===== config.mk =====
export PLATFORM = sky130hd
export DESIGN_NAME = inband_marker_path_extractor_flat
export DESIGN_NICKNAME = d
export VERILOG_FILES = /design/src/rtl/imp_pkg.sv /design/src/rtl/imp_if.sv /design/src/rtl/imp_ctrl.sv /design/src/rtl/imp_dpath.sv /design/src/rtl/inband_marker_path_extractor.sv /design/src/flat_wrapper.sv
export SDC_FILE = /design/constraint.sdc
export NUM_CORES = 1
export LEC_CHECK = 0
export BUFFER_PORTS_ARGS = -buffer_cell sky130_fd_sc_hd__buf_2
export CAP_MARGIN = 20
export CORE_AREA = 2 2 218 177
export CTS_CLUSTER_SIZE = 10
export DETAILED_ROUTE_END_ITERATION = 10
export DIE_AREA = 0 0 220 179
export PLACE_DENSITY = 0.81
export SYNTH_ARGS = -nofsm -noshare
export SYNTH_HDL_FRONTEND = slang
export SYNTH_SLANG_ARGS = --single-unit

===== constraint.sdc =====
create_clock -name clk -period 3.4 [get_ports clk]
set_clock_uncertainty 0.05 [all_clocks]
set_input_delay 0.17 -clock clk [delete_from_list [all_inputs] [get_ports clk]]
set_output_delay 0.17 -clock clk [all_outputs]
set_load 0.05 [all_outputs]

===== src/rtl/imp_pkg.sv =====
`timescale 1ns / 1ps
`default_nettype none
// ----------------------------------------------------------------------------
// imp_pkg
// Shared constants, codes and controller/datapath signal groups of the
// in-band marker path extractor.
// ----------------------------------------------------------------------------
package imp_pkg;

	localparam int PATH_DEPTH_DEF = 32;
	localparam int MARKER_MAX_DEF = 16;

	localparam logic [7:0] PATH_END_BYTE = 8'h1E;

	localparam int CFG_IDX_W = 2;
	localparam logic [CFG_IDX_W-1:0] REG_MARKER_LOW    = 2'd0;
	localparam logic [CFG_IDX_W-1:0] REG_MARKER_HIGH   = 2'd1;
	localparam logic [CFG_IDX_W-1:0] REG_MARKER_LENGTH = 2'd2;

	localparam logic [4:0] MARKER_LENGTH_RESET = 5'd14;

	localparam logic [1:0] KIND_TEXT = 2'd0;
	localparam logic [1:0] KIND_PATH = 2'd1;
	localparam logic [1:0] KIND_END  = 2'd2;

	// what an accepted byte sets off
	typedef enum logic [2:0] {
		ACT_ABSORB,
		ACT_TEXT,
		ACT_MISMATCH,
		ACT_TERM,
		ACT_OVF
	} imp_act_t;

	// source of the output byte
	typedef enum logic [2:0] {
		SRC_IN,
		SRC_MK,
		SRC_PATH,
		SRC_TERM,
		SRC_ZERO,
		SRC_CUR
	} imp_src_t;

	typedef struct packed {
		logic       in_ready;
		logic       accept;
		logic       load_out;
		imp_src_t   src;
		logic [1:0] kind;
		logic       last;
		logic       idx_clr;
		logic       idx_inc;
		logic       mem_rd;
	} imp_cmd_t;

	typedef struct packed {
		logic     in_valid;
		logic     slot_free;
		imp_act_t action;
		logic     emit_cur;
		logic     mk_done;
		logic     path_done;
		logic     path_empty;
	} imp_status_t;

	function automatic logic [7:0] marker_byte(input logic [63:0] lo, input logic [63:0] hi,
			input logic [3:0] idx);
		logic [127:0] all_b;
		all_b = {hi, lo};
		return all_b[{idx, 3'b000} +: 8];
	endfunction

endpackage
`default_nettype wire


===== src/rtl/imp_if.sv =====
`timescale 1ns / 1ps
`default_nettype none
// ----------------------------------------------------------------------------
// imp_if
// Request channels of the extractor: text bytes in, result items out and
// register writes.
// ----------------------------------------------------------------------------
interface imp_text_if;
	logic       valid;
	logic       ready;
	logic [7:0] data_byte;

	modport source (output valid, output data_byte, input ready);
	modport sink (input valid, input data_byte, output ready);
endinterface

interface imp_result_if;
	logic       valid;
	logic       ready;
	logic [1:0] item_kind;
	logic [7:0] out_byte;
	logic       last;

	modport source (output valid, output item_kind, output out_byte, output last, input ready);
	modport sink (input valid, input item_kind, input out_byte, input last, output ready);
endinterface

interface imp_cfg_if;
	import imp_pkg::*;
	logic                 valid;
	logic                 ready;
	logic [CFG_IDX_W-1:0] index;
	logic [63:0]          data;

	modport source (output valid, output index, output data, input ready);
	modport sink (input valid, input index, input data, output ready);
endinterface
`default_nettype wire


===== src/rtl/imp_ctrl.sv =====
`timescale 1ns / 1ps
`default_nettype none
// ----------------------------------------------------------------------------
// imp_ctrl
// Sequencer: takes bytes, then walks marker replay, path readout, end item
// and the deferred current byte into the output register.
// ----------------------------------------------------------------------------
module imp_ctrl (
	input  wire                  clk,
	input  wire                  arst_n,
	input  imp_pkg::imp_status_t sts,
	output imp_pkg::imp_cmd_t    cmd
);
	import imp_pkg::*;

	localparam logic [2:0] S_IDLE = 3'd0;
	localparam logic [2:0] S_MK   = 3'd1;
	localparam logic [2:0] S_PRD  = 3'd2;
	localparam logic [2:0] S_PWR  = 3'd3;
	localparam logic [2:0] S_END  = 3'd4;
	localparam logic [2:0] S_CUR  = 3'd5;

	logic [2:0] state_q, state_d;
	logic       ovf_q, ovf_d;
	logic       cur_q, cur_d;

	always_comb begin
		cmd          = '0;
		cmd.src      = SRC_IN;
		cmd.kind     = KIND_TEXT;
		state_d      = state_q;
		ovf_d        = ovf_q;
		cur_d        = cur_q;
		cmd.in_ready = (state_q == S_IDLE) && sts.slot_free;
		cmd.accept   = cmd.in_ready && sts.in_valid;
		unique case (state_q)
			S_IDLE: begin
				if (cmd.accept) begin
					ovf_d = (sts.action == ACT_OVF);
					cur_d = sts.emit_cur;
					unique case (sts.action)
						ACT_TEXT: begin
							cmd.load_out = 1'b1;
							cmd.src      = SRC_IN;
							cmd.last     = 1'b1;
						end
						ACT_MISMATCH, ACT_OVF: begin
							cmd.idx_clr = 1'b1;
							state_d     = S_MK;
						end
						ACT_TERM: begin
							cmd.idx_clr = 1'b1;
							state_d     = sts.path_empty ? S_END : S_PRD;
						end
						default: ;
					endcase
				end
			end
			S_MK: begin
				if (sts.slot_free) begin
					cmd.load_out = 1'b1;
					cmd.src      = SRC_MK;
					cmd.last     = sts.mk_done && !ovf_q && !cur_q;
					if (sts.mk_done) begin
						cmd.idx_clr = 1'b1;
						state_d     = ovf_q ? S_PRD : (cur_q ? S_CUR : S_IDLE);
					end else begin
						cmd.idx_inc = 1'b1;
					end
				end
			end
			S_PRD: begin
				cmd.mem_rd = 1'b1;
				state_d    = S_PWR;
			end
			S_PWR: begin
				if (sts.slot_free) begin
					cmd.load_out = 1'b1;
					cmd.src      = SRC_PATH;
					cmd.kind     = ovf_q ? KIND_TEXT : KIND_PATH;
					if (sts.path_done) begin
						state_d = S_END;
					end else begin
						cmd.idx_inc = 1'b1;
						state_d     = S_PRD;
					end
				end
			end
			S_END: begin
				if (sts.slot_free) begin
					cmd.load_out = 1'b1;
					// overflow spills the terminator as text
					cmd.src      = ovf_q ? SRC_TERM : SRC_ZERO;
					cmd.kind     = ovf_q ? KIND_TEXT : KIND_END;
					cmd.last     = !(ovf_q && cur_q);
					state_d      = (ovf_q && cur_q) ? S_CUR : S_IDLE;
				end
			end
			S_CUR: begin
				if (sts.slot_free) begin
					cmd.load_out = 1'b1;
					cmd.src      = SRC_CUR;
					cmd.last     = 1'b1;
					state_d      = S_IDLE;
				end
			end
			default: state_d = S_IDLE;
		endcase
	end

	always_ff @(posedge clk or negedge arst_n) begin
		if (!arst_n) begin
			state_q <= S_IDLE;
			ovf_q   <= 1'b0;
			cur_q   <= 1'b0;
		end else begin
			state_q <= state_d;
			ovf_q   <= ovf_d;
			cur_q   <= cur_d;
		end
	end

endmodule
`default_nettype wire


===== src/rtl/imp_dpath.sv =====
`timescale 1ns / 1ps
`default_nettype none
// ----------------------------------------------------------------------------
// imp_dpath
// Marker registers, scan state, path store, replay index and the output
// register.
// ----------------------------------------------------------------------------
module imp_dpath #(
	parameter int PATH_DEPTH = imp_pkg::PATH_DEPTH_DEF,
	parameter int MARKER_MAX = imp_pkg::MARKER_MAX_DEF
) (
	input  wire                  clk,
	input  wire                  arst_n,
	imp_text_if.sink             text,
	imp_result_if.source         result,
	imp_cfg_if.sink              cfg,
	input  imp_pkg::imp_cmd_t    cmd,
	output imp_pkg::imp_status_t sts
);
	import imp_pkg::*;

	localparam int PW = $clog2(PATH_DEPTH);
	localparam int MW = $clog2(MARKER_MAX + 1);
	localparam int IW = (PATH_DEPTH > MARKER_MAX + 1) ? PW : MW;

	localparam logic [1:0] MODE_TEXT  = 2'd0;
	localparam logic [1:0] MODE_MATCH = 2'd1;
	localparam logic [1:0] MODE_CAP   = 2'd2;

	logic [63:0]   mk_lo_q, mk_hi_q;
	logic [4:0]    mk_length_q;
	logic [1:0]    mode_q, mode_d;
	logic [MW-1:0] matched_q, matched_d;
	logic [PW-1:0] path_cnt_q, path_cnt_d;
	logic [7:0]    path_mem [PATH_DEPTH];
	logic [7:0]    rdata_q;
	logic [IW-1:0] idx_q;
	logic [MW-1:0] mk_len_q;
	logic [PW-1:0] pth_len_q;
	logic [7:0]    cur_q;

	logic [MW-1:0] eff;
	logic [7:0]    b, mk0, mk_m, out_sel;
	logic          store, tb;
	imp_act_t      act;

	logic          out_valid_q;
	logic [1:0]    out_kind_q;
	logic [7:0]    out_byte_q;
	logic          out_last_q;

	assign b   = text.data_byte;
	assign mk0 = marker_byte(mk_lo_q, mk_hi_q, 4'd0);
	assign mk_m = marker_byte(mk_lo_q, mk_hi_q, 4'(matched_q));

	// zero acts as one, above the maximum clamps
	always_comb begin
		if (mk_length_q == 5'd0) begin
			eff = MW'(1);
		end else if (mk_length_q > 5'(MARKER_MAX)) begin
			eff = MW'(MARKER_MAX);
		end else begin
			eff = MW'(mk_length_q);
		end
	end

	always_comb begin
		act        = ACT_ABSORB;
		mode_d     = mode_q;
		matched_d  = matched_q;
		path_cnt_d = path_cnt_q;
		store      = 1'b0;
		tb         = 1'b0;
		case (mode_q)
			MODE_MATCH: begin
				if (matched_q < eff && b == mk_m) begin
					matched_d = matched_q + MW'(1);
					if (matched_d == eff) begin
						mode_d     = MODE_CAP;
						path_cnt_d = '0;
					end
				end else begin
					act = ACT_MISMATCH;
					tb  = 1'b1;
				end
			end
			MODE_CAP: begin
				if (b == PATH_END_BYTE) begin
					act        = ACT_TERM;
					mode_d     = MODE_TEXT;
					matched_d  = '0;
					path_cnt_d = '0;
				end else if (path_cnt_q != PW'(PATH_DEPTH - 1)) begin
					store      = 1'b1;
					path_cnt_d = path_cnt_q + PW'(1);
				end else begin
					act        = ACT_OVF;
					path_cnt_d = '0;
					tb         = 1'b1;
				end
			end
			default: tb = 1'b1;
		endcase
		// byte handled in text mode, possibly after a replay
		if (tb) begin
			if (b == mk0) begin
				matched_d = MW'(1);
				if (eff == MW'(1)) begin
					mode_d     = MODE_CAP;
					path_cnt_d = '0;
				end else begin
					mode_d = MODE_MATCH;
				end
			end else begin
				mode_d    = MODE_TEXT;
				matched_d = '0;
				if (act == ACT_ABSORB) act = ACT_TEXT;
			end
		end
	end

	assign sts.in_valid   = text.valid;
	assign sts.slot_free  = !out_valid_q || result.ready;
	assign sts.action     = act;
	assign sts.emit_cur   = (b != mk0);
	assign sts.mk_done    = ({1'b0, idx_q} + (IW+1)'(1)) == (IW+1)'(mk_len_q);
	assign sts.path_done  = ({1'b0, idx_q} + (IW+1)'(1)) == (IW+1)'(pth_len_q);
	assign sts.path_empty = (path_cnt_q == '0);

	assign text.ready = cmd.in_ready;
	assign cfg.ready  = 1'b1;

	always_ff @(posedge clk or negedge arst_n) begin
		if (!arst_n) begin
			mk_lo_q     <= '0;
			mk_hi_q     <= '0;
			mk_length_q <= MARKER_LENGTH_RESET;
		end else if (cfg.valid) begin
			case (cfg.index)
				REG_MARKER_LOW:    mk_lo_q     <= cfg.data;
				REG_MARKER_HIGH:   mk_hi_q     <= cfg.data;
				REG_MARKER_LENGTH: mk_length_q <= cfg.data[4:0];
				default: ;
			endcase
		end
	end

	always_ff @(posedge clk or negedge arst_n) begin
		if (!arst_n) begin
			mode_q     <= MODE_TEXT;
			matched_q  <= '0;
			path_cnt_q <= '0;
			idx_q      <= '0;
		end else begin
			if (cmd.accept) begin
				mode_q     <= mode_d;
				matched_q  <= matched_d;
				path_cnt_q <= path_cnt_d;
			end
			if (cmd.idx_clr) begin
				idx_q <= '0;
			end else if (cmd.idx_inc) begin
				idx_q <= idx_q + IW'(1);
			end
		end
	end

	// replay lengths and the held byte are latched with each request
	always_ff @(posedge clk) begin
		if (cmd.accept) begin
			mk_len_q  <= (act == ACT_OVF) ? eff : matched_q;
			pth_len_q <= path_cnt_q;
			cur_q     <= b;
		end
	end

	always_ff @(posedge clk) begin
		if (cmd.accept && store) begin
			path_mem[path_cnt_q] <= b;
		end
		if (cmd.mem_rd) begin
			rdata_q <= path_mem[idx_q[PW-1:0]];
		end
	end

	always_comb begin
		unique case (cmd.src)
			SRC_IN:   out_sel = b;
			SRC_MK:   out_sel = marker_byte(mk_lo_q, mk_hi_q, 4'(idx_q));
			SRC_PATH: out_sel = rdata_q;
			SRC_TERM: out_sel = PATH_END_BYTE;
			SRC_ZERO: out_sel = 8'd0;
			SRC_CUR:  out_sel = cur_q;
			default:  out_sel = 8'd0;
		endcase
	end

	always_ff @(posedge clk or negedge arst_n) begin
		if (!arst_n) begin
			out_valid_q <= 1'b0;
		end else if (cmd.load_out) begin
			out_valid_q <= 1'b1;
		end else if (result.ready) begin
			out_valid_q <= 1'b0;
		end
	end

	always_ff @(posedge clk) begin
		if (cmd.load_out) begin
			out_kind_q <= cmd.kind;
			out_byte_q <= out_sel;
			out_last_q <= cmd.last;
		end
	end

	assign result.valid     = out_valid_q;
	assign result.item_kind = out_kind_q;
	assign result.out_byte  = out_byte_q;
	assign result.last      = out_last_q;

endmodule
`default_nettype wire


===== src/rtl/inband_marker_path_extractor.sv =====
`timescale 1ns / 1ps
`default_nettype none
// ----------------------------------------------------------------------------
// inband_marker_path_extractor
// Passes text bytes through, picks out paths that follow an in-band marker.
// ----------------------------------------------------------------------------
// Usage:
//   text   : one stream byte per request (valid/ready).
//   result : item_kind, out_byte, last; last marks the final item of a byte.
//   cfg    : register writes (index 0 marker bytes 0..7, 1 bytes 8..15,
//            2 marker length); always ready, write only while idle.
// Order and throughput:
//   A plain text byte is loaded into the output register on the clock edge
//   that takes its request; plain and absorbed bytes go at one per cycle
//   while the output register is free. A marker mismatch replays the
//   matched bytes at one per cycle while the output register is free, then
//   the current byte when it goes out as text; the next byte is taken after
//   that. Path readout passes each stored byte through the store read port,
//   then the output register, and ends with the end item. On overflow the
//   marker goes out first at one per cycle while the register is free; the
//   terminator takes the end item's slot, and a text current byte is last.
// Reset: text mode, no partial match, empty path; marker registers zero and
//   length 14. The path store is not cleared.
// Stall: a full output register that is not taken holds the sequencer and
//   drops text.ready; nothing is lost or repeated.
// ----------------------------------------------------------------------------
module inband_marker_path_extractor #(
	parameter int PATH_DEPTH = imp_pkg::PATH_DEPTH_DEF,
	parameter int MARKER_MAX = imp_pkg::MARKER_MAX_DEF
) (
	input  wire          clk,
	input  wire          arst_n,
	imp_text_if.sink     text,
	imp_result_if.source result,
	imp_cfg_if.sink      cfg
);
	import imp_pkg::*;

	imp_cmd_t    cmd;
	imp_status_t sts;

	imp_ctrl u_ctrl (
		.clk    (clk),
		.arst_n (arst_n),
		.sts    (sts),
		.cmd    (cmd)
	);

	imp_dpath #(
		.PATH_DEPTH (PATH_DEPTH),
		.MARKER_MAX (MARKER_MAX)
	) u_dpath (
		.clk    (clk),
		.arst_n (arst_n),
		.text   (text),
		.result (result),
		.cfg    (cfg),
		.cmd    (cmd),
		.sts    (sts)
	);

	// a new request is only taken when the output slot can absorb a result
	a_ready_slot: assert property (@(posedge clk) disable iff (!arst_n)
		text.ready |-> (!result.valid || result.ready))
		else $error("text ready while output register blocked");

	// bursts block further requests on the next cycle
	a_burst_blocks: assert property (@(posedge clk) disable iff (!arst_n)
		(cmd.accept && (sts.action == ACT_MISMATCH || sts.action == ACT_OVF
			|| sts.action == ACT_TERM)) |=> !text.ready)
		else $error("request taken during a replay burst");

	a_end_last: assert property (@(posedge clk) disable iff (!arst_n)
		(result.valid && result.item_kind == KIND_END) |-> (result.last && result.out_byte == 8'd0))
		else $error("end item without last or with nonzero byte");

	a_kind_range: assert property (@(posedge clk) disable iff (!arst_n)
		result.valid |-> (result.item_kind != 2'd3))
		else $error("undefined item kind");

endmodule
`default_nettype wire


===== src/flat_wrapper.sv =====
// flat-port wrapper written by rule: the top's interface ports become plain ports
module inband_marker_path_extractor_flat import imp_pkg::*;
#(
	parameter int PATH_DEPTH = imp_pkg::PATH_DEPTH_DEF,
	parameter int MARKER_MAX = imp_pkg::MARKER_MAX_DEF
)
  (clk, arst_n, text_valid, text_data_byte, text_ready, result_valid, result_item_kind, result_out_byte, result_last, result_ready, cfg_valid, cfg_index, cfg_data, cfg_ready);
  imp_text_if text_i ();
  imp_result_if result_i ();
  imp_cfg_if cfg_i ();
  input  wire clk;
  input  wire arst_n;
  input wire logic [$bits(text_i.valid)-1:0] text_valid;
  input wire logic [$bits(text_i.data_byte)-1:0] text_data_byte;
  output wire logic [$bits(text_i.ready)-1:0] text_ready;
  output wire logic [$bits(result_i.valid)-1:0] result_valid;
  output wire logic [$bits(result_i.item_kind)-1:0] result_item_kind;
  output wire logic [$bits(result_i.out_byte)-1:0] result_out_byte;
  output wire logic [$bits(result_i.last)-1:0] result_last;
  input wire logic [$bits(result_i.ready)-1:0] result_ready;
  input wire logic [$bits(cfg_i.valid)-1:0] cfg_valid;
  input wire logic [$bits(cfg_i.index)-1:0] cfg_index;
  input wire logic [$bits(cfg_i.data)-1:0] cfg_data;
  output wire logic [$bits(cfg_i.ready)-1:0] cfg_ready;
  assign text_i.valid = text_valid;
  assign text_i.data_byte = text_data_byte;
  assign text_ready = text_i.ready;
  assign result_valid = result_i.valid;
  assign result_item_kind = result_i.item_kind;
  assign result_out_byte = result_i.out_byte;
  assign result_last = result_i.last;
  assign result_i.ready = result_ready;
  assign cfg_i.valid = cfg_valid;
  assign cfg_i.index = cfg_index;
  assign cfg_i.data = cfg_data;
  assign cfg_ready = cfg_i.ready;
  inband_marker_path_extractor #(.PATH_DEPTH(PATH_DEPTH), .MARKER_MAX(MARKER_MAX)) u_core (.clk(clk), .arst_n(arst_n), .text(text_i), .result(result_i), .cfg(cfg_i));
endmodule

==> results of run 1 <==
power by group through the flow:
stage               combinational (mW)  sequential [mW]  clock, mW
floorplan                         4.53             7.03          0
global placement                  6.39             7.08          0
detailed placement                6.55             7.10          0
CTS                               6.69             7.01       4.93
global route                      7.48             7.08       5.13
finish                            7.03             7.05       4.89
worst max-delay path: cells and delay by family (launching register included):
kind / cells / cell delay [ns]
AO/OA/AOI/OAI: 3 / 0.78
buffers and inverters: 1 / 0.19
AND/OR/NAND/NOR: 2 / 0.53
flip-flops: 1 / 0.49
multiplexers: 2 / 0.88
XOR/XNOR: 1 / 0.24
per-layer routing:
metal,vias up,GRT usage,wire length [um]
met5,-,0,23
met4,4,0.08613,1594
met3,162,0.09398,6777
met2,821,0.4007,23960
met1,6778,0.4041,22090
li1,5767,-,-
sequential cells by signal, indices dropped and copies added, names as in the netlist:
register,flops
u_core.u_dpath.mk_len_q,5
u_core.u_ctrl.ovf_q,1
u_core.u_dpath.mk_lo_q,64
u_core.u_dpath.matched_q,5
u_core.u_dpath.mk_hi_q,64
u_core.u_dpath.result.item_kind,2
u_core.u_ctrl.cur_q,1
u_core.u_ctrl.state_q,3
u_core.u_dpath.path_cnt_q,5
u_core.u_dpath.mk_length_q,5
u_core.u_dpath.result.valid,1
u_core.u_dpath.mode_q,2
u_core.u_dpath.rdata_q,8
u_core.u_dpath.idx_q,5
u_core.u_dpath.result.last,1
u_core.u_dpath.path_mem,256
u_core.u_dpath.result.out_byte,8
u_core.u_dpath.pth_len_q,5
u_core.u_dpath.cur_q,8
logic make-up (layout without fill, tap and decap cells):
family                     Yosys count  count (layout)  share of synthesized area
adders and majority gates           14              14                   0.008520
buffers and inverters               95             353                    0.01838
DFF                                449             449                     0.6180
AOI/OAI and AO/OA                  179             179                    0.06201
xor gates and xnor gates            39              39                    0.01661
other                                1               4                  0.0001824
and+or+nand+nor                    263             263                    0.05939
muxes                              330             330                     0.2169
per-stage QoR:
step                hold slack (ns)  total power, mW  std cells
finish                      0.06082            18.97       2126
global route                0.06311            19.70       2124
CTS                         0.05087            18.63       2114
detailed placement           0.1878            13.65       1965
global placement             0.1789            13.47       1965
floorplan                   -0.1756            11.57       1370
worst paths after layout:
| kind | from | to | slack (ns) | depth (start not counted) |
|---|---|---|---|---|
| max | u_core.u_dpath.matched_q[0]$_DFFE_PN0P_ | u_core.u_dpath.mk_len_q[4]$_DFFE_PP_ | -0.03 | 9 |
| min | text_data_byte[4] | u_core.u_dpath.path_mem[24][4]$_DFFE_PP_ | 0.06 | 1 |
| max reg2reg | u_core.u_dpath.matched_q[0]$_DFFE_PN0P_ | u_core.u_dpath.mk_len_q[4]$_DFFE_PP_ | -0.03 | 9 |
| min reg2reg | u_core.u_dpath.mk_length_q[0]$_DFFE_PN0P_ | u_core.u_dpath.mk_length_q[0]$_DFFE_PN0P_ | 0.47 | 1 |
| max in group asynchronous | arst_n | u_core.u_dpath.mk_length_q[3]$_DFFE_PN1P_ | 2.27 | 3 |
| min in group asynchronous | arst_n | u_core.u_dpath.mk_lo_q[29]$_DFFE_PN0P_ | 0.14 | 2 |
layout make-up:
class	count	area (um2)	area share
sequential	449	12710	0.5207
multi-input combinational	826	7596	0.3111
timing repair buffer	260	1981	0.08112
clock buffer	73	1379	0.05647
tap	495	619.3	0.02537
clock inverter	5	63.81	0.002614
inverter	15	56.30	0.002306
antenna	3	7.507	0.0003075
cells in the mapped netlist (4+ instances only):
cell and instances:
buf_2 8, nor3_1 13, and2_1 4, inv_1 14, edfxtp_1 293, a221oi_1 8, nor2_1 104, xor2_1 17
o31ai_1 6, dfrtp_1 153, nand2_1 72, o21ai_0 37, mux2i_1 110, nand3b_1 7, a21boi_0 6, a22oi_1 9
xnor2_1 22, o22ai_1 18, a21o_1 4, a21oi_1 21, ha_1 14, or3_1 4, nor2b_1 9, nand2b_1 10
nand3_1 13, nor4_1 5, mux4_2 78, o221ai_1 31, a22o_1 9, clkbuf_1 55, buf_1 15, mux2_2 141
repair_timing:
item / CTS / global route
resized for setup: 3 / 28
endpoints found under the setup margin: 15 / 22
hold endpoints to repair: 210 / 0
buffers inserted: 1 / 9
pin swaps: 0 / 9
hold buffers: 70 / 0
==> results.ini, run 1 <==
[outcome]
status=finished with violations
violations=setup timing

[yosys]
syn_inst=1370
synth_top_area_share=0.4279
synth_edf_count=293
netlist_area_um2=20560
syn_avg_cell_area_um2=15.01
synth_seq_cells=449
synth_area_leaders=edfxtp_1, dfrtp_1, mux4_2
synth_warnings=0
synthFlopType=edfxtp_1
seq_area_frac_synth=0.6180
synthDistinctLibCells=68
async_flop_share=0.3474
synth_area_leader_cell=edfxtp_1
syn-num-nets=1463

[timing]
slew_viol_final=0
setup-tns-final_ns=-0.1053
max_freq_mhz=291.9
rsz0062_at_grt=yes
slew_headroom=0.3838
setup_ws_ns=-0.02628
worstMarginPinSlew_ns=0.9244
post-route-min-period_ns=3.426
timing.final.crit_share=1.008
hold_violations=0
setup_viol=6

[pwr]
p_comb_frac=0.370
clkPwrFrac=0.258
pwr-share-seq=0.372
power.density_nw_per_um2=777.1
p_sw_mw=6.786
p_int_mw=12.19
p_sw_frac=0.3577
peakVddDrop_v=0.0005391
leakage_nw=9.110

[layout]
final_cell_area_um2=24420
nNetsFinal=1696
areaGrowthSynthToFinish_pct=18.75
fillCellCount=2600
final_cell_mix=edfxtp_1, dfrtp_1, mux2_2
post-route-util=0.6515
drive_above_1_share=0.3059
final_common_cell=edfxtp_1

[route]
wl_um=54450
first_pass_iters=5
wire_per_inst_um=25.61
ant_nets=0
drc=0
routed_via_density=6.365
dr.first_iter.drc_count=1686
num_vias=13530

[global_routing]
antenna_found_initial=4
grt_max_degree=71
grt_pass1_vias=13330
grt_remaining_overflow=0
grt_pass1_wl_um=81180
gr-usage-all-layers=0.2790

[worst_setup_path]
crit_path_start_kind=flop
critPathMaxFanout=8
worst_path_max_delay_cell=mux4_2
cp-end-kind=flop
worstPathCellList=buf_8 -> mux4_2 -> a22o_1 -> a221oi_2 -> xor2_1 -> nand4b_1 -> o31ai_4 -> nor3b_4 -> mux2_4
required_ns=3.68
slowest_delay_ns=0.56
crit_arrival_ns=3.71
setup.worst_path.class=reg -> reg

[floorplan]
dieArea_um2=39380
die_x_um=220
start_util=0.5486
ios=93
design.core.area_um2=37480
num_rows=64
die_h_um=179

[clock_network]
clkSlewWorstSetupHoldPaths_ns=0.06
clockBufferDepth=3
h-tree-depth=2
cts_buffers=51
cts.sinks=449
tritoncts=built
root_buffer=clkbuf_16
clk_latency_ns=0.59

[place]
gp_congestion=0.9251
port_buffers=91
dp_hpwl_um=35620
post_dp_cell_area_um2=22040
dp_slack_ns=-0.07090

[worst_hold_path]
hold_class=in -> reg

[run]
drv_cap=0

No activity file was read; power rests on OpenSTA's default activity.
==> run 2, diff against run 1 <==
--- a/config.mk
+++ b/config.mk
@@ -14,4 +14,5 @@
 export PLACE_DENSITY = 0.81
 export SYNTH_ARGS = -nofsm -noshare
 export SYNTH_HDL_FRONTEND = slang
+export SYNTH_HIERARCHICAL = 1
 export SYNTH_SLANG_ARGS = --single-unit
==> results.ini, run 2 <==
[floorplan]
die_x_um=220
die_h_um=179
start_util=0.5495
num_rows=64
design.core.area_um2=37480
ios=93
dieArea_um2=39380

[yosys]
synth_top_area_share=0.4272
synth.most_common_cell=edfxtp_1
synth_area_leader_cell=edfxtp_1
syn_avg_cell_area_um2=16.83
synth_warnings=6
synthDistinctLibCells=71
synth_area_leaders=edfxtp_1, dfrtp_1, mux4_2
seq_area_frac_synth=0.6170
syn_inst=1224
synth_common_cells=edfxtp_1, dfrtp_1, mux2_2, mux4_2, nor2_1
synthFlopType=edfxtp_1
netlist_area_um2=20590
synth_edf_count=293
synth_seq_cells=449
async_flop_share=0.3474
syn-num-nets=1317

[timing]
slew_headroom=0.2604
post-route-min-period_ns=3.675
max_freq_mhz=272.1
timing.final.crit_share=1.081
setup_viol=20
rsz0062_at_grt=yes
setup_ws_ns=-0.2751
timing.hold.ws_ns=0.09928
slew_viol_final=0
hold_violations=0
worstMarginPinSlew_ns=1.105

[route]
wl_um=51530
num_vias=12720
ant_nets=0
dr.first_iter.drc_count=1355
wire_per_inst_um=25.65
routed_via_density=6.332
drc=0
first_pass_iters=5

[worst_setup_path]
cpMostUsedCell=buf_4
required_ns=3.82
cp-end-kind=flop
crit_arrival_ns=4.09
crit_path_start_kind=flop
critical_path_buf_inv_count=3
slowest_delay_ns=0.44
critPathMaxFanout=10
worst_path_max_delay_cell=a22oi_1
worstPathCellList=buf_12 -> buf_4 -> and2_1 -> a22oi_1 -> nand2_1 -> xor2_1 -> o211a_1 -> a41o_1 -> a21oi_4 -> buf_4 -> nor2b_4 -> o2111ai_2 -> a221oi_4 -> mux2_4
cpLargestDelayFamily=compound AO/OA/AOI/OAI gates
setup.worst_path.class=reg -> reg

[pwr]
p_int_mw=12.74
pwr-share-seq=0.369
power.density_nw_per_um2=773.5
p_sw_frac=0.3299
p_sw_mw=6.273
p_comb_frac=0.366
clkPwrFrac=0.264
peakVddDrop_v=0.0006747
total_power_mw=19.01
leakage_nw=8.951

[layout]
nNetsFinal=1571
top_register=u_core/u_dpath/path_mem
regArea_um2=12720
final_common_cell=edfxtp_1
drive_above_1_share=0.3838
areaGrowthSynthToFinish_pct=19.34
top_regs=u_core/u_dpath/path_mem: 256 flops, u_core/u_dpath/mk_hi_q: 64 flops, u_core/u_dpath/mk_lo_q: 64 flops
final_cell_mix=edfxtp_1, dfrtp_1, mux2_2
multi_input_area_um2=7532
n_antenna_cell=0
fillCellCount=2496
post-route-util=0.6558
largest_reg_flops=256

[place]
gp_congestion=0.9327
dp_hpwl_um=33750
port_buffers=91

[outcome]
violations=setup timing
status=finished with violations

[global_routing]
grt_remaining_overflow=0
grt_max_degree=73
gr-usage-all-layers=0.2683
grt_pass1_vias=12730
antenna_found_initial=0
grt_pass1_wl_um=77590

[clock_network]
cts.sinks=449
root_buffer=clkbuf_16
cts_buffers=51
clockBufferDepth=3
h-tree-depth=2
clkSlewWorstSetupHoldPaths_ns=0.06
tritoncts=built
clk_latency_ns=0.59

[run]
drv_cap=0

[worst_hold_path]
hold_class=in -> reg

==> run 2: logic make-up after synthesis <==
family                   after synthesis  share of synthesized area
adder cells (fa/ha/maj)               14                   0.008506
multiplexers                         334                     0.2560
buffers and inverters                 99                    0.02053
other                                  1                  0.0001821
XOR/XNOR                              35                    0.01488
flip-flops                           449                     0.6170
AO/OA/AOI/OAI                         99                    0.03542
AND/OR/NAND/NOR                      193                    0.04757
==> run 2: worst paths after layout <==
check / end / cells past startpoint / slack, ns / startpoint
setup reg to reg: u_core/u_ctrl/state_q[0]$_DFFE_PN0P_ / 14 / -0.28 / u_core/u_dpath/matched_q[0]$_DFFE_PN0P_
min in group asynchronous: u_core/u_dpath/mk_lo_q[12]$_DFFE_PN0P_ / 2 / 0.12 / arst_n
hold reg to reg: u_core/u_dpath/result.out_byte[4]$_DFFE_PP_ / 2 / 0.48 / u_core/u_dpath/cur_q[4]$_DFFE_PP_
setup / recovery: u_core/u_ctrl/state_q[0]$_DFFE_PN0P_ / 14 / -0.28 / u_core/u_dpath/matched_q[0]$_DFFE_PN0P_
max in group asynchronous: u_core/u_dpath/mk_lo_q[43]$_DFFE_PN0P_ / 3 / 2.34 / arst_n
hold / removal: u_core/u_ctrl/state_q[1]$_DFFE_PN0P_ / 4 / 0.1 / text_valid
==> run 2: final cells by class <==
| class | instances | area share |
|---|---|---|
| timing repair buffer | 276 | 0.08588 |
| clock buffer | 85 | 0.05793 |
| inverter | 24 | 0.003818 |
| tap | 495 | 0.02520 |
| multi-input combinational | 676 | 0.3065 |
| sequential | 449 | 0.5174 |
| clock inverter | 4 | 0.003360 |
==> run 2: metal layers <==
layer / global-route usage / routed length, um / share of wire
met5: 0 / 0 / 0
met4: 0.1043 / 2016 / 0.039
met3: 0.06463 / 4679 / 0.091
met2: 0.3919 / 23450 / 0.46
met1: 0.3939 / 21380 / 0.41
==> run 2: worst reg2reg max path, stage by stage, from the launching register on <==
cell       delay (ns)
dfrtp_1          0.41
buf_12           0.16
buf_4            0.15
and2_1           0.27
a22oi_1          0.44
nand2_1          0.13
xor2_1           0.16
o211a_1          0.23
a41o_1           0.27
a21oi_4          0.18
buf_4            0.15
nor2b_4          0.13
o2111ai_2        0.17
a221oi_4         0.37
mux2_4           0.33
==> run 2: through the flow <==
stage | area (um2) | std cells | TNS (ns) | setup WS [ns]
after global placement | 22310 | 1845 | -1.489 | -0.1778
after CTS | 24520 | 2005 | -3.390 | -0.2365
after detailed placement | 22310 | 1845 | -2.346 | -0.2346
after global routing | 24580 | 2009 | -6.890 | -0.4252
after floorplan | 20650 | 1224 | -7.668 | -0.03941
final | 24580 | 2009 | -4.044 | -0.2751
==> run 2: what timing repair did <==
action | 4_1_cts | 5_1_grt
hold buffers | 69 | 0
cloned | 0 | 0
pin swaps | 3 | 3
resized for setup | 0 | 4
buffers inserted | 2 | 4
setup endpoints to repair | 20 | 26
endpoints found under the hold margin | 201 | 0
==> run 2: power groups by stage <==
stage	registers (mW)	clock network, mW	logic [mW]
after floorplan	7.11	0	4.56
after global placement	7.07	0	6.59
after detailed placement	7.09	0	6.74
after CTS	7.00	5.11	6.88
after global routing	7.07	5.32	7.37
final	7.02	5.03	6.96
==> run 3, diff against run 2 <==
==> constraint.sdc (replaced) <==
create_clock -name clk -period 3.4 [get_ports clk]
set_clock_uncertainty 0.05 [all_clocks]
set_input_delay 0.34 -clock clk [delete_from_list [all_inputs] [get_ports clk]]
set_output_delay 0.34 -clock clk [all_outputs]
set_load 0.05 [all_outputs]
==> results.ini, run 3 (synthesized netlist as in run 2, its figures left out) <==
[outcome]
status=finished with violations
violations=setup timing

[floorplan]
num_rows=64
die_h_um=179
die_x_um=220
start_util=0.5495
dieArea_um2=39380
ios=93
design.core.area_um2=37480

[place]
port_buffers=91
dp_slack_ns=-0.2298
dp_hpwl_um=34480
placed_cells=1836
post_dp_cell_area_um2=22280
gp_congestion=0.9381

[route]
routed_via_density=6.296
dr.first_iter.drc_count=1399
wl_um=51750
ant_nets=0
drc=0
num_vias=12470
first_pass_iters=5
wire_per_inst_um=26.13

[pwr]
clkPwrFrac=0.259
p_int_mw=12.61
total_power_mw=18.88
p_sw_frac=0.3319
power.density_nw_per_um2=774.3
leakage_nw=8.848
p_comb_frac=0.369
peakVddDrop_v=0.0005621
p_sw_mw=6.266
pwr-share-seq=0.372

[layout]
stdcell_count=1980
top_register=u_core/u_dpath/path_mem
drive_above_1_share=0.3838
n_antenna_cell=0
final_cell_mix=edfxtp_1, dfrtp_1, mux2_2
nNetsFinal=1550
top_regs=u_core/u_dpath/path_mem: 256 flops, u_core/u_dpath/mk_hi_q: 64 flops, u_core/u_dpath/mk_lo_q: 64 flops
final_common_cell=edfxtp_1
areaGrowthSynthToFinish_pct=18.40
post-route-util=0.6506
final_cell_area_um2=24380
fillCellCount=2526
largest_reg_flops=256

[timing]
setup_ws_ns=-0.2363
timing.hold.ws_ns=0.02736
max_freq_mhz=275.0
post-route-min-period_ns=3.636
hold_violations=0
worstMarginPinSlew_ns=0.7445
slew_viol_final=0
timing.final.crit_share=1.070
setup_viol=15
setup-tns-final_ns=-2.111
slew_headroom=0.4991
rsz0062_at_grt=yes

[clock_network]
clkSlewWorstSetupHoldPaths_ns=0.06
tritoncts=built
cts_buffers=51
root_buffer=clkbuf_16
h-tree-depth=2
clockBufferDepth=3
cts.sinks=449
clk_latency_ns=0.58

[worst_setup_path]
worst_path_max_delay_cell=mux4_2
worstPathCellList=buf_12 -> mux4_2 -> mux4_2 -> xnor2_1 -> a211oi_2 -> a41o_1 -> a21oi_4 -> nor3b_2 -> o2111ai_2 -> a221oi_4 -> mux2_4
required_ns=3.81
slowest_delay_ns=0.51
setup.worst_path.class=reg -> reg
cpMostUsedCell=mux4_2
crit_arrival_ns=4.05
critPathMaxFanout=10
cp-end-kind=flop
crit_path_start_kind=flop

[global_routing]
grt.met1_usage=0.3956
use_met2=0.3991
gr-usage-all-layers=0.2694
grt_max_degree=81
grt_pass1_wl_um=78000
grt_remaining_overflow=0
grt.busiest_layer=met2
grt_pass1_vias=12630
antenna_found_initial=0
grtUsageMet3=0.06667

[worst_hold_path]
hold_class=in -> reg

[run]
drv_cap=0

==> run 3: cell count changes in the layout (fill, tap and decap cells not counted), moves of 3 or more <==
| cell | before | now |
|---|---|---|
| clkbuf_1 | 32 | 24 |
| buf_12 | 7 | 10 |
| buf_4 | 109 | 95 |
| dlygate4sd3_1 | 69 | 59 |
==> run 3: worst max-delay path, delay by kind of cell (launching register included) <==
family / cells / cell delay (ns)
xor+xnor: 1 / 0.15
buf+inv: 1 / 0.16
simple gates: 1 / 0.24
mux: 3 / 1.33
flops: 1 / 0.38
compound gates: 5 / 1.21
==> run 3: path summary, 6_finish.rpt <==
path / end / start / cells past startpoint / slack [ns]
max: u_core/u_ctrl/state_q[1]$_DFFE_PN0P_ / u_core/u_dpath/matched_q[0]$_DFFE_PN0P_ / 11 / -0.24
min: u_core/u_dpath/mk_hi_q[38]$_DFFE_PN0P_ / cfg_data[38] / 2 / 0.03
max reg2reg: u_core/u_ctrl/state_q[1]$_DFFE_PN0P_ / u_core/u_dpath/matched_q[0]$_DFFE_PN0P_ / 11 / -0.24
min reg2reg: u_core/u_dpath/mk_lo_q[53]$_DFFE_PN0P_ / u_core/u_dpath/mk_lo_q[53]$_DFFE_PN0P_ / 1 / 0.47
max in group asynchronous: u_core/u_dpath/mk_hi_q[50]$_DFFE_PN0P_ / arst_n / 3 / 2.18
min in group asynchronous: u_core/u_dpath/mk_hi_q[0]$_DFFE_PN0P_ / arst_n / 2 / 0.22
==> run 3: cell type report <==
class	count	area [um2]	area share
clock buffer	78	1408	0.05773
clock inverter	3	52.55	0.002155
inverter	24	93.84	0.003849
multi-input combinational	676	7528	0.3088
sequential	449	12720	0.5215
tap	495	619.3	0.02540
timing repair buffer	255	1966	0.08061
==> run 3: layer usage <==
metal	vias to the layer above	wire length [um]
met4	0	1669
met3	105	5243
met5	-	0
met2	658	23680
met1	6404	21160
li1	5300	-
==> run 3: what timing repair did <==
| action | CTS | global route |
|---|---|---|
| hold buffers | 58 | 1 |
| endpoints found under the hold margin | 153 | 2 |
| pin swaps | 2 | 0 |
| buffers inserted | 1 | 3 |
| gates resized for setup | 0 | 4 |
| endpoints found under the setup margin | 14 | 25 |
==> run 3: power groups by stage <==
stage	Sequential, mW	Clock (mW)	Combinational (mW)
2_1_floorplan	7.11	0	4.56
3_5_place_dp	7.09	0	6.75
4_1_cts	7.00	4.96	6.88
6_report	7.02	4.89	6.97
3_3_place_gp	7.06	0	6.60
5_1_grt	7.06	5.16	7.35
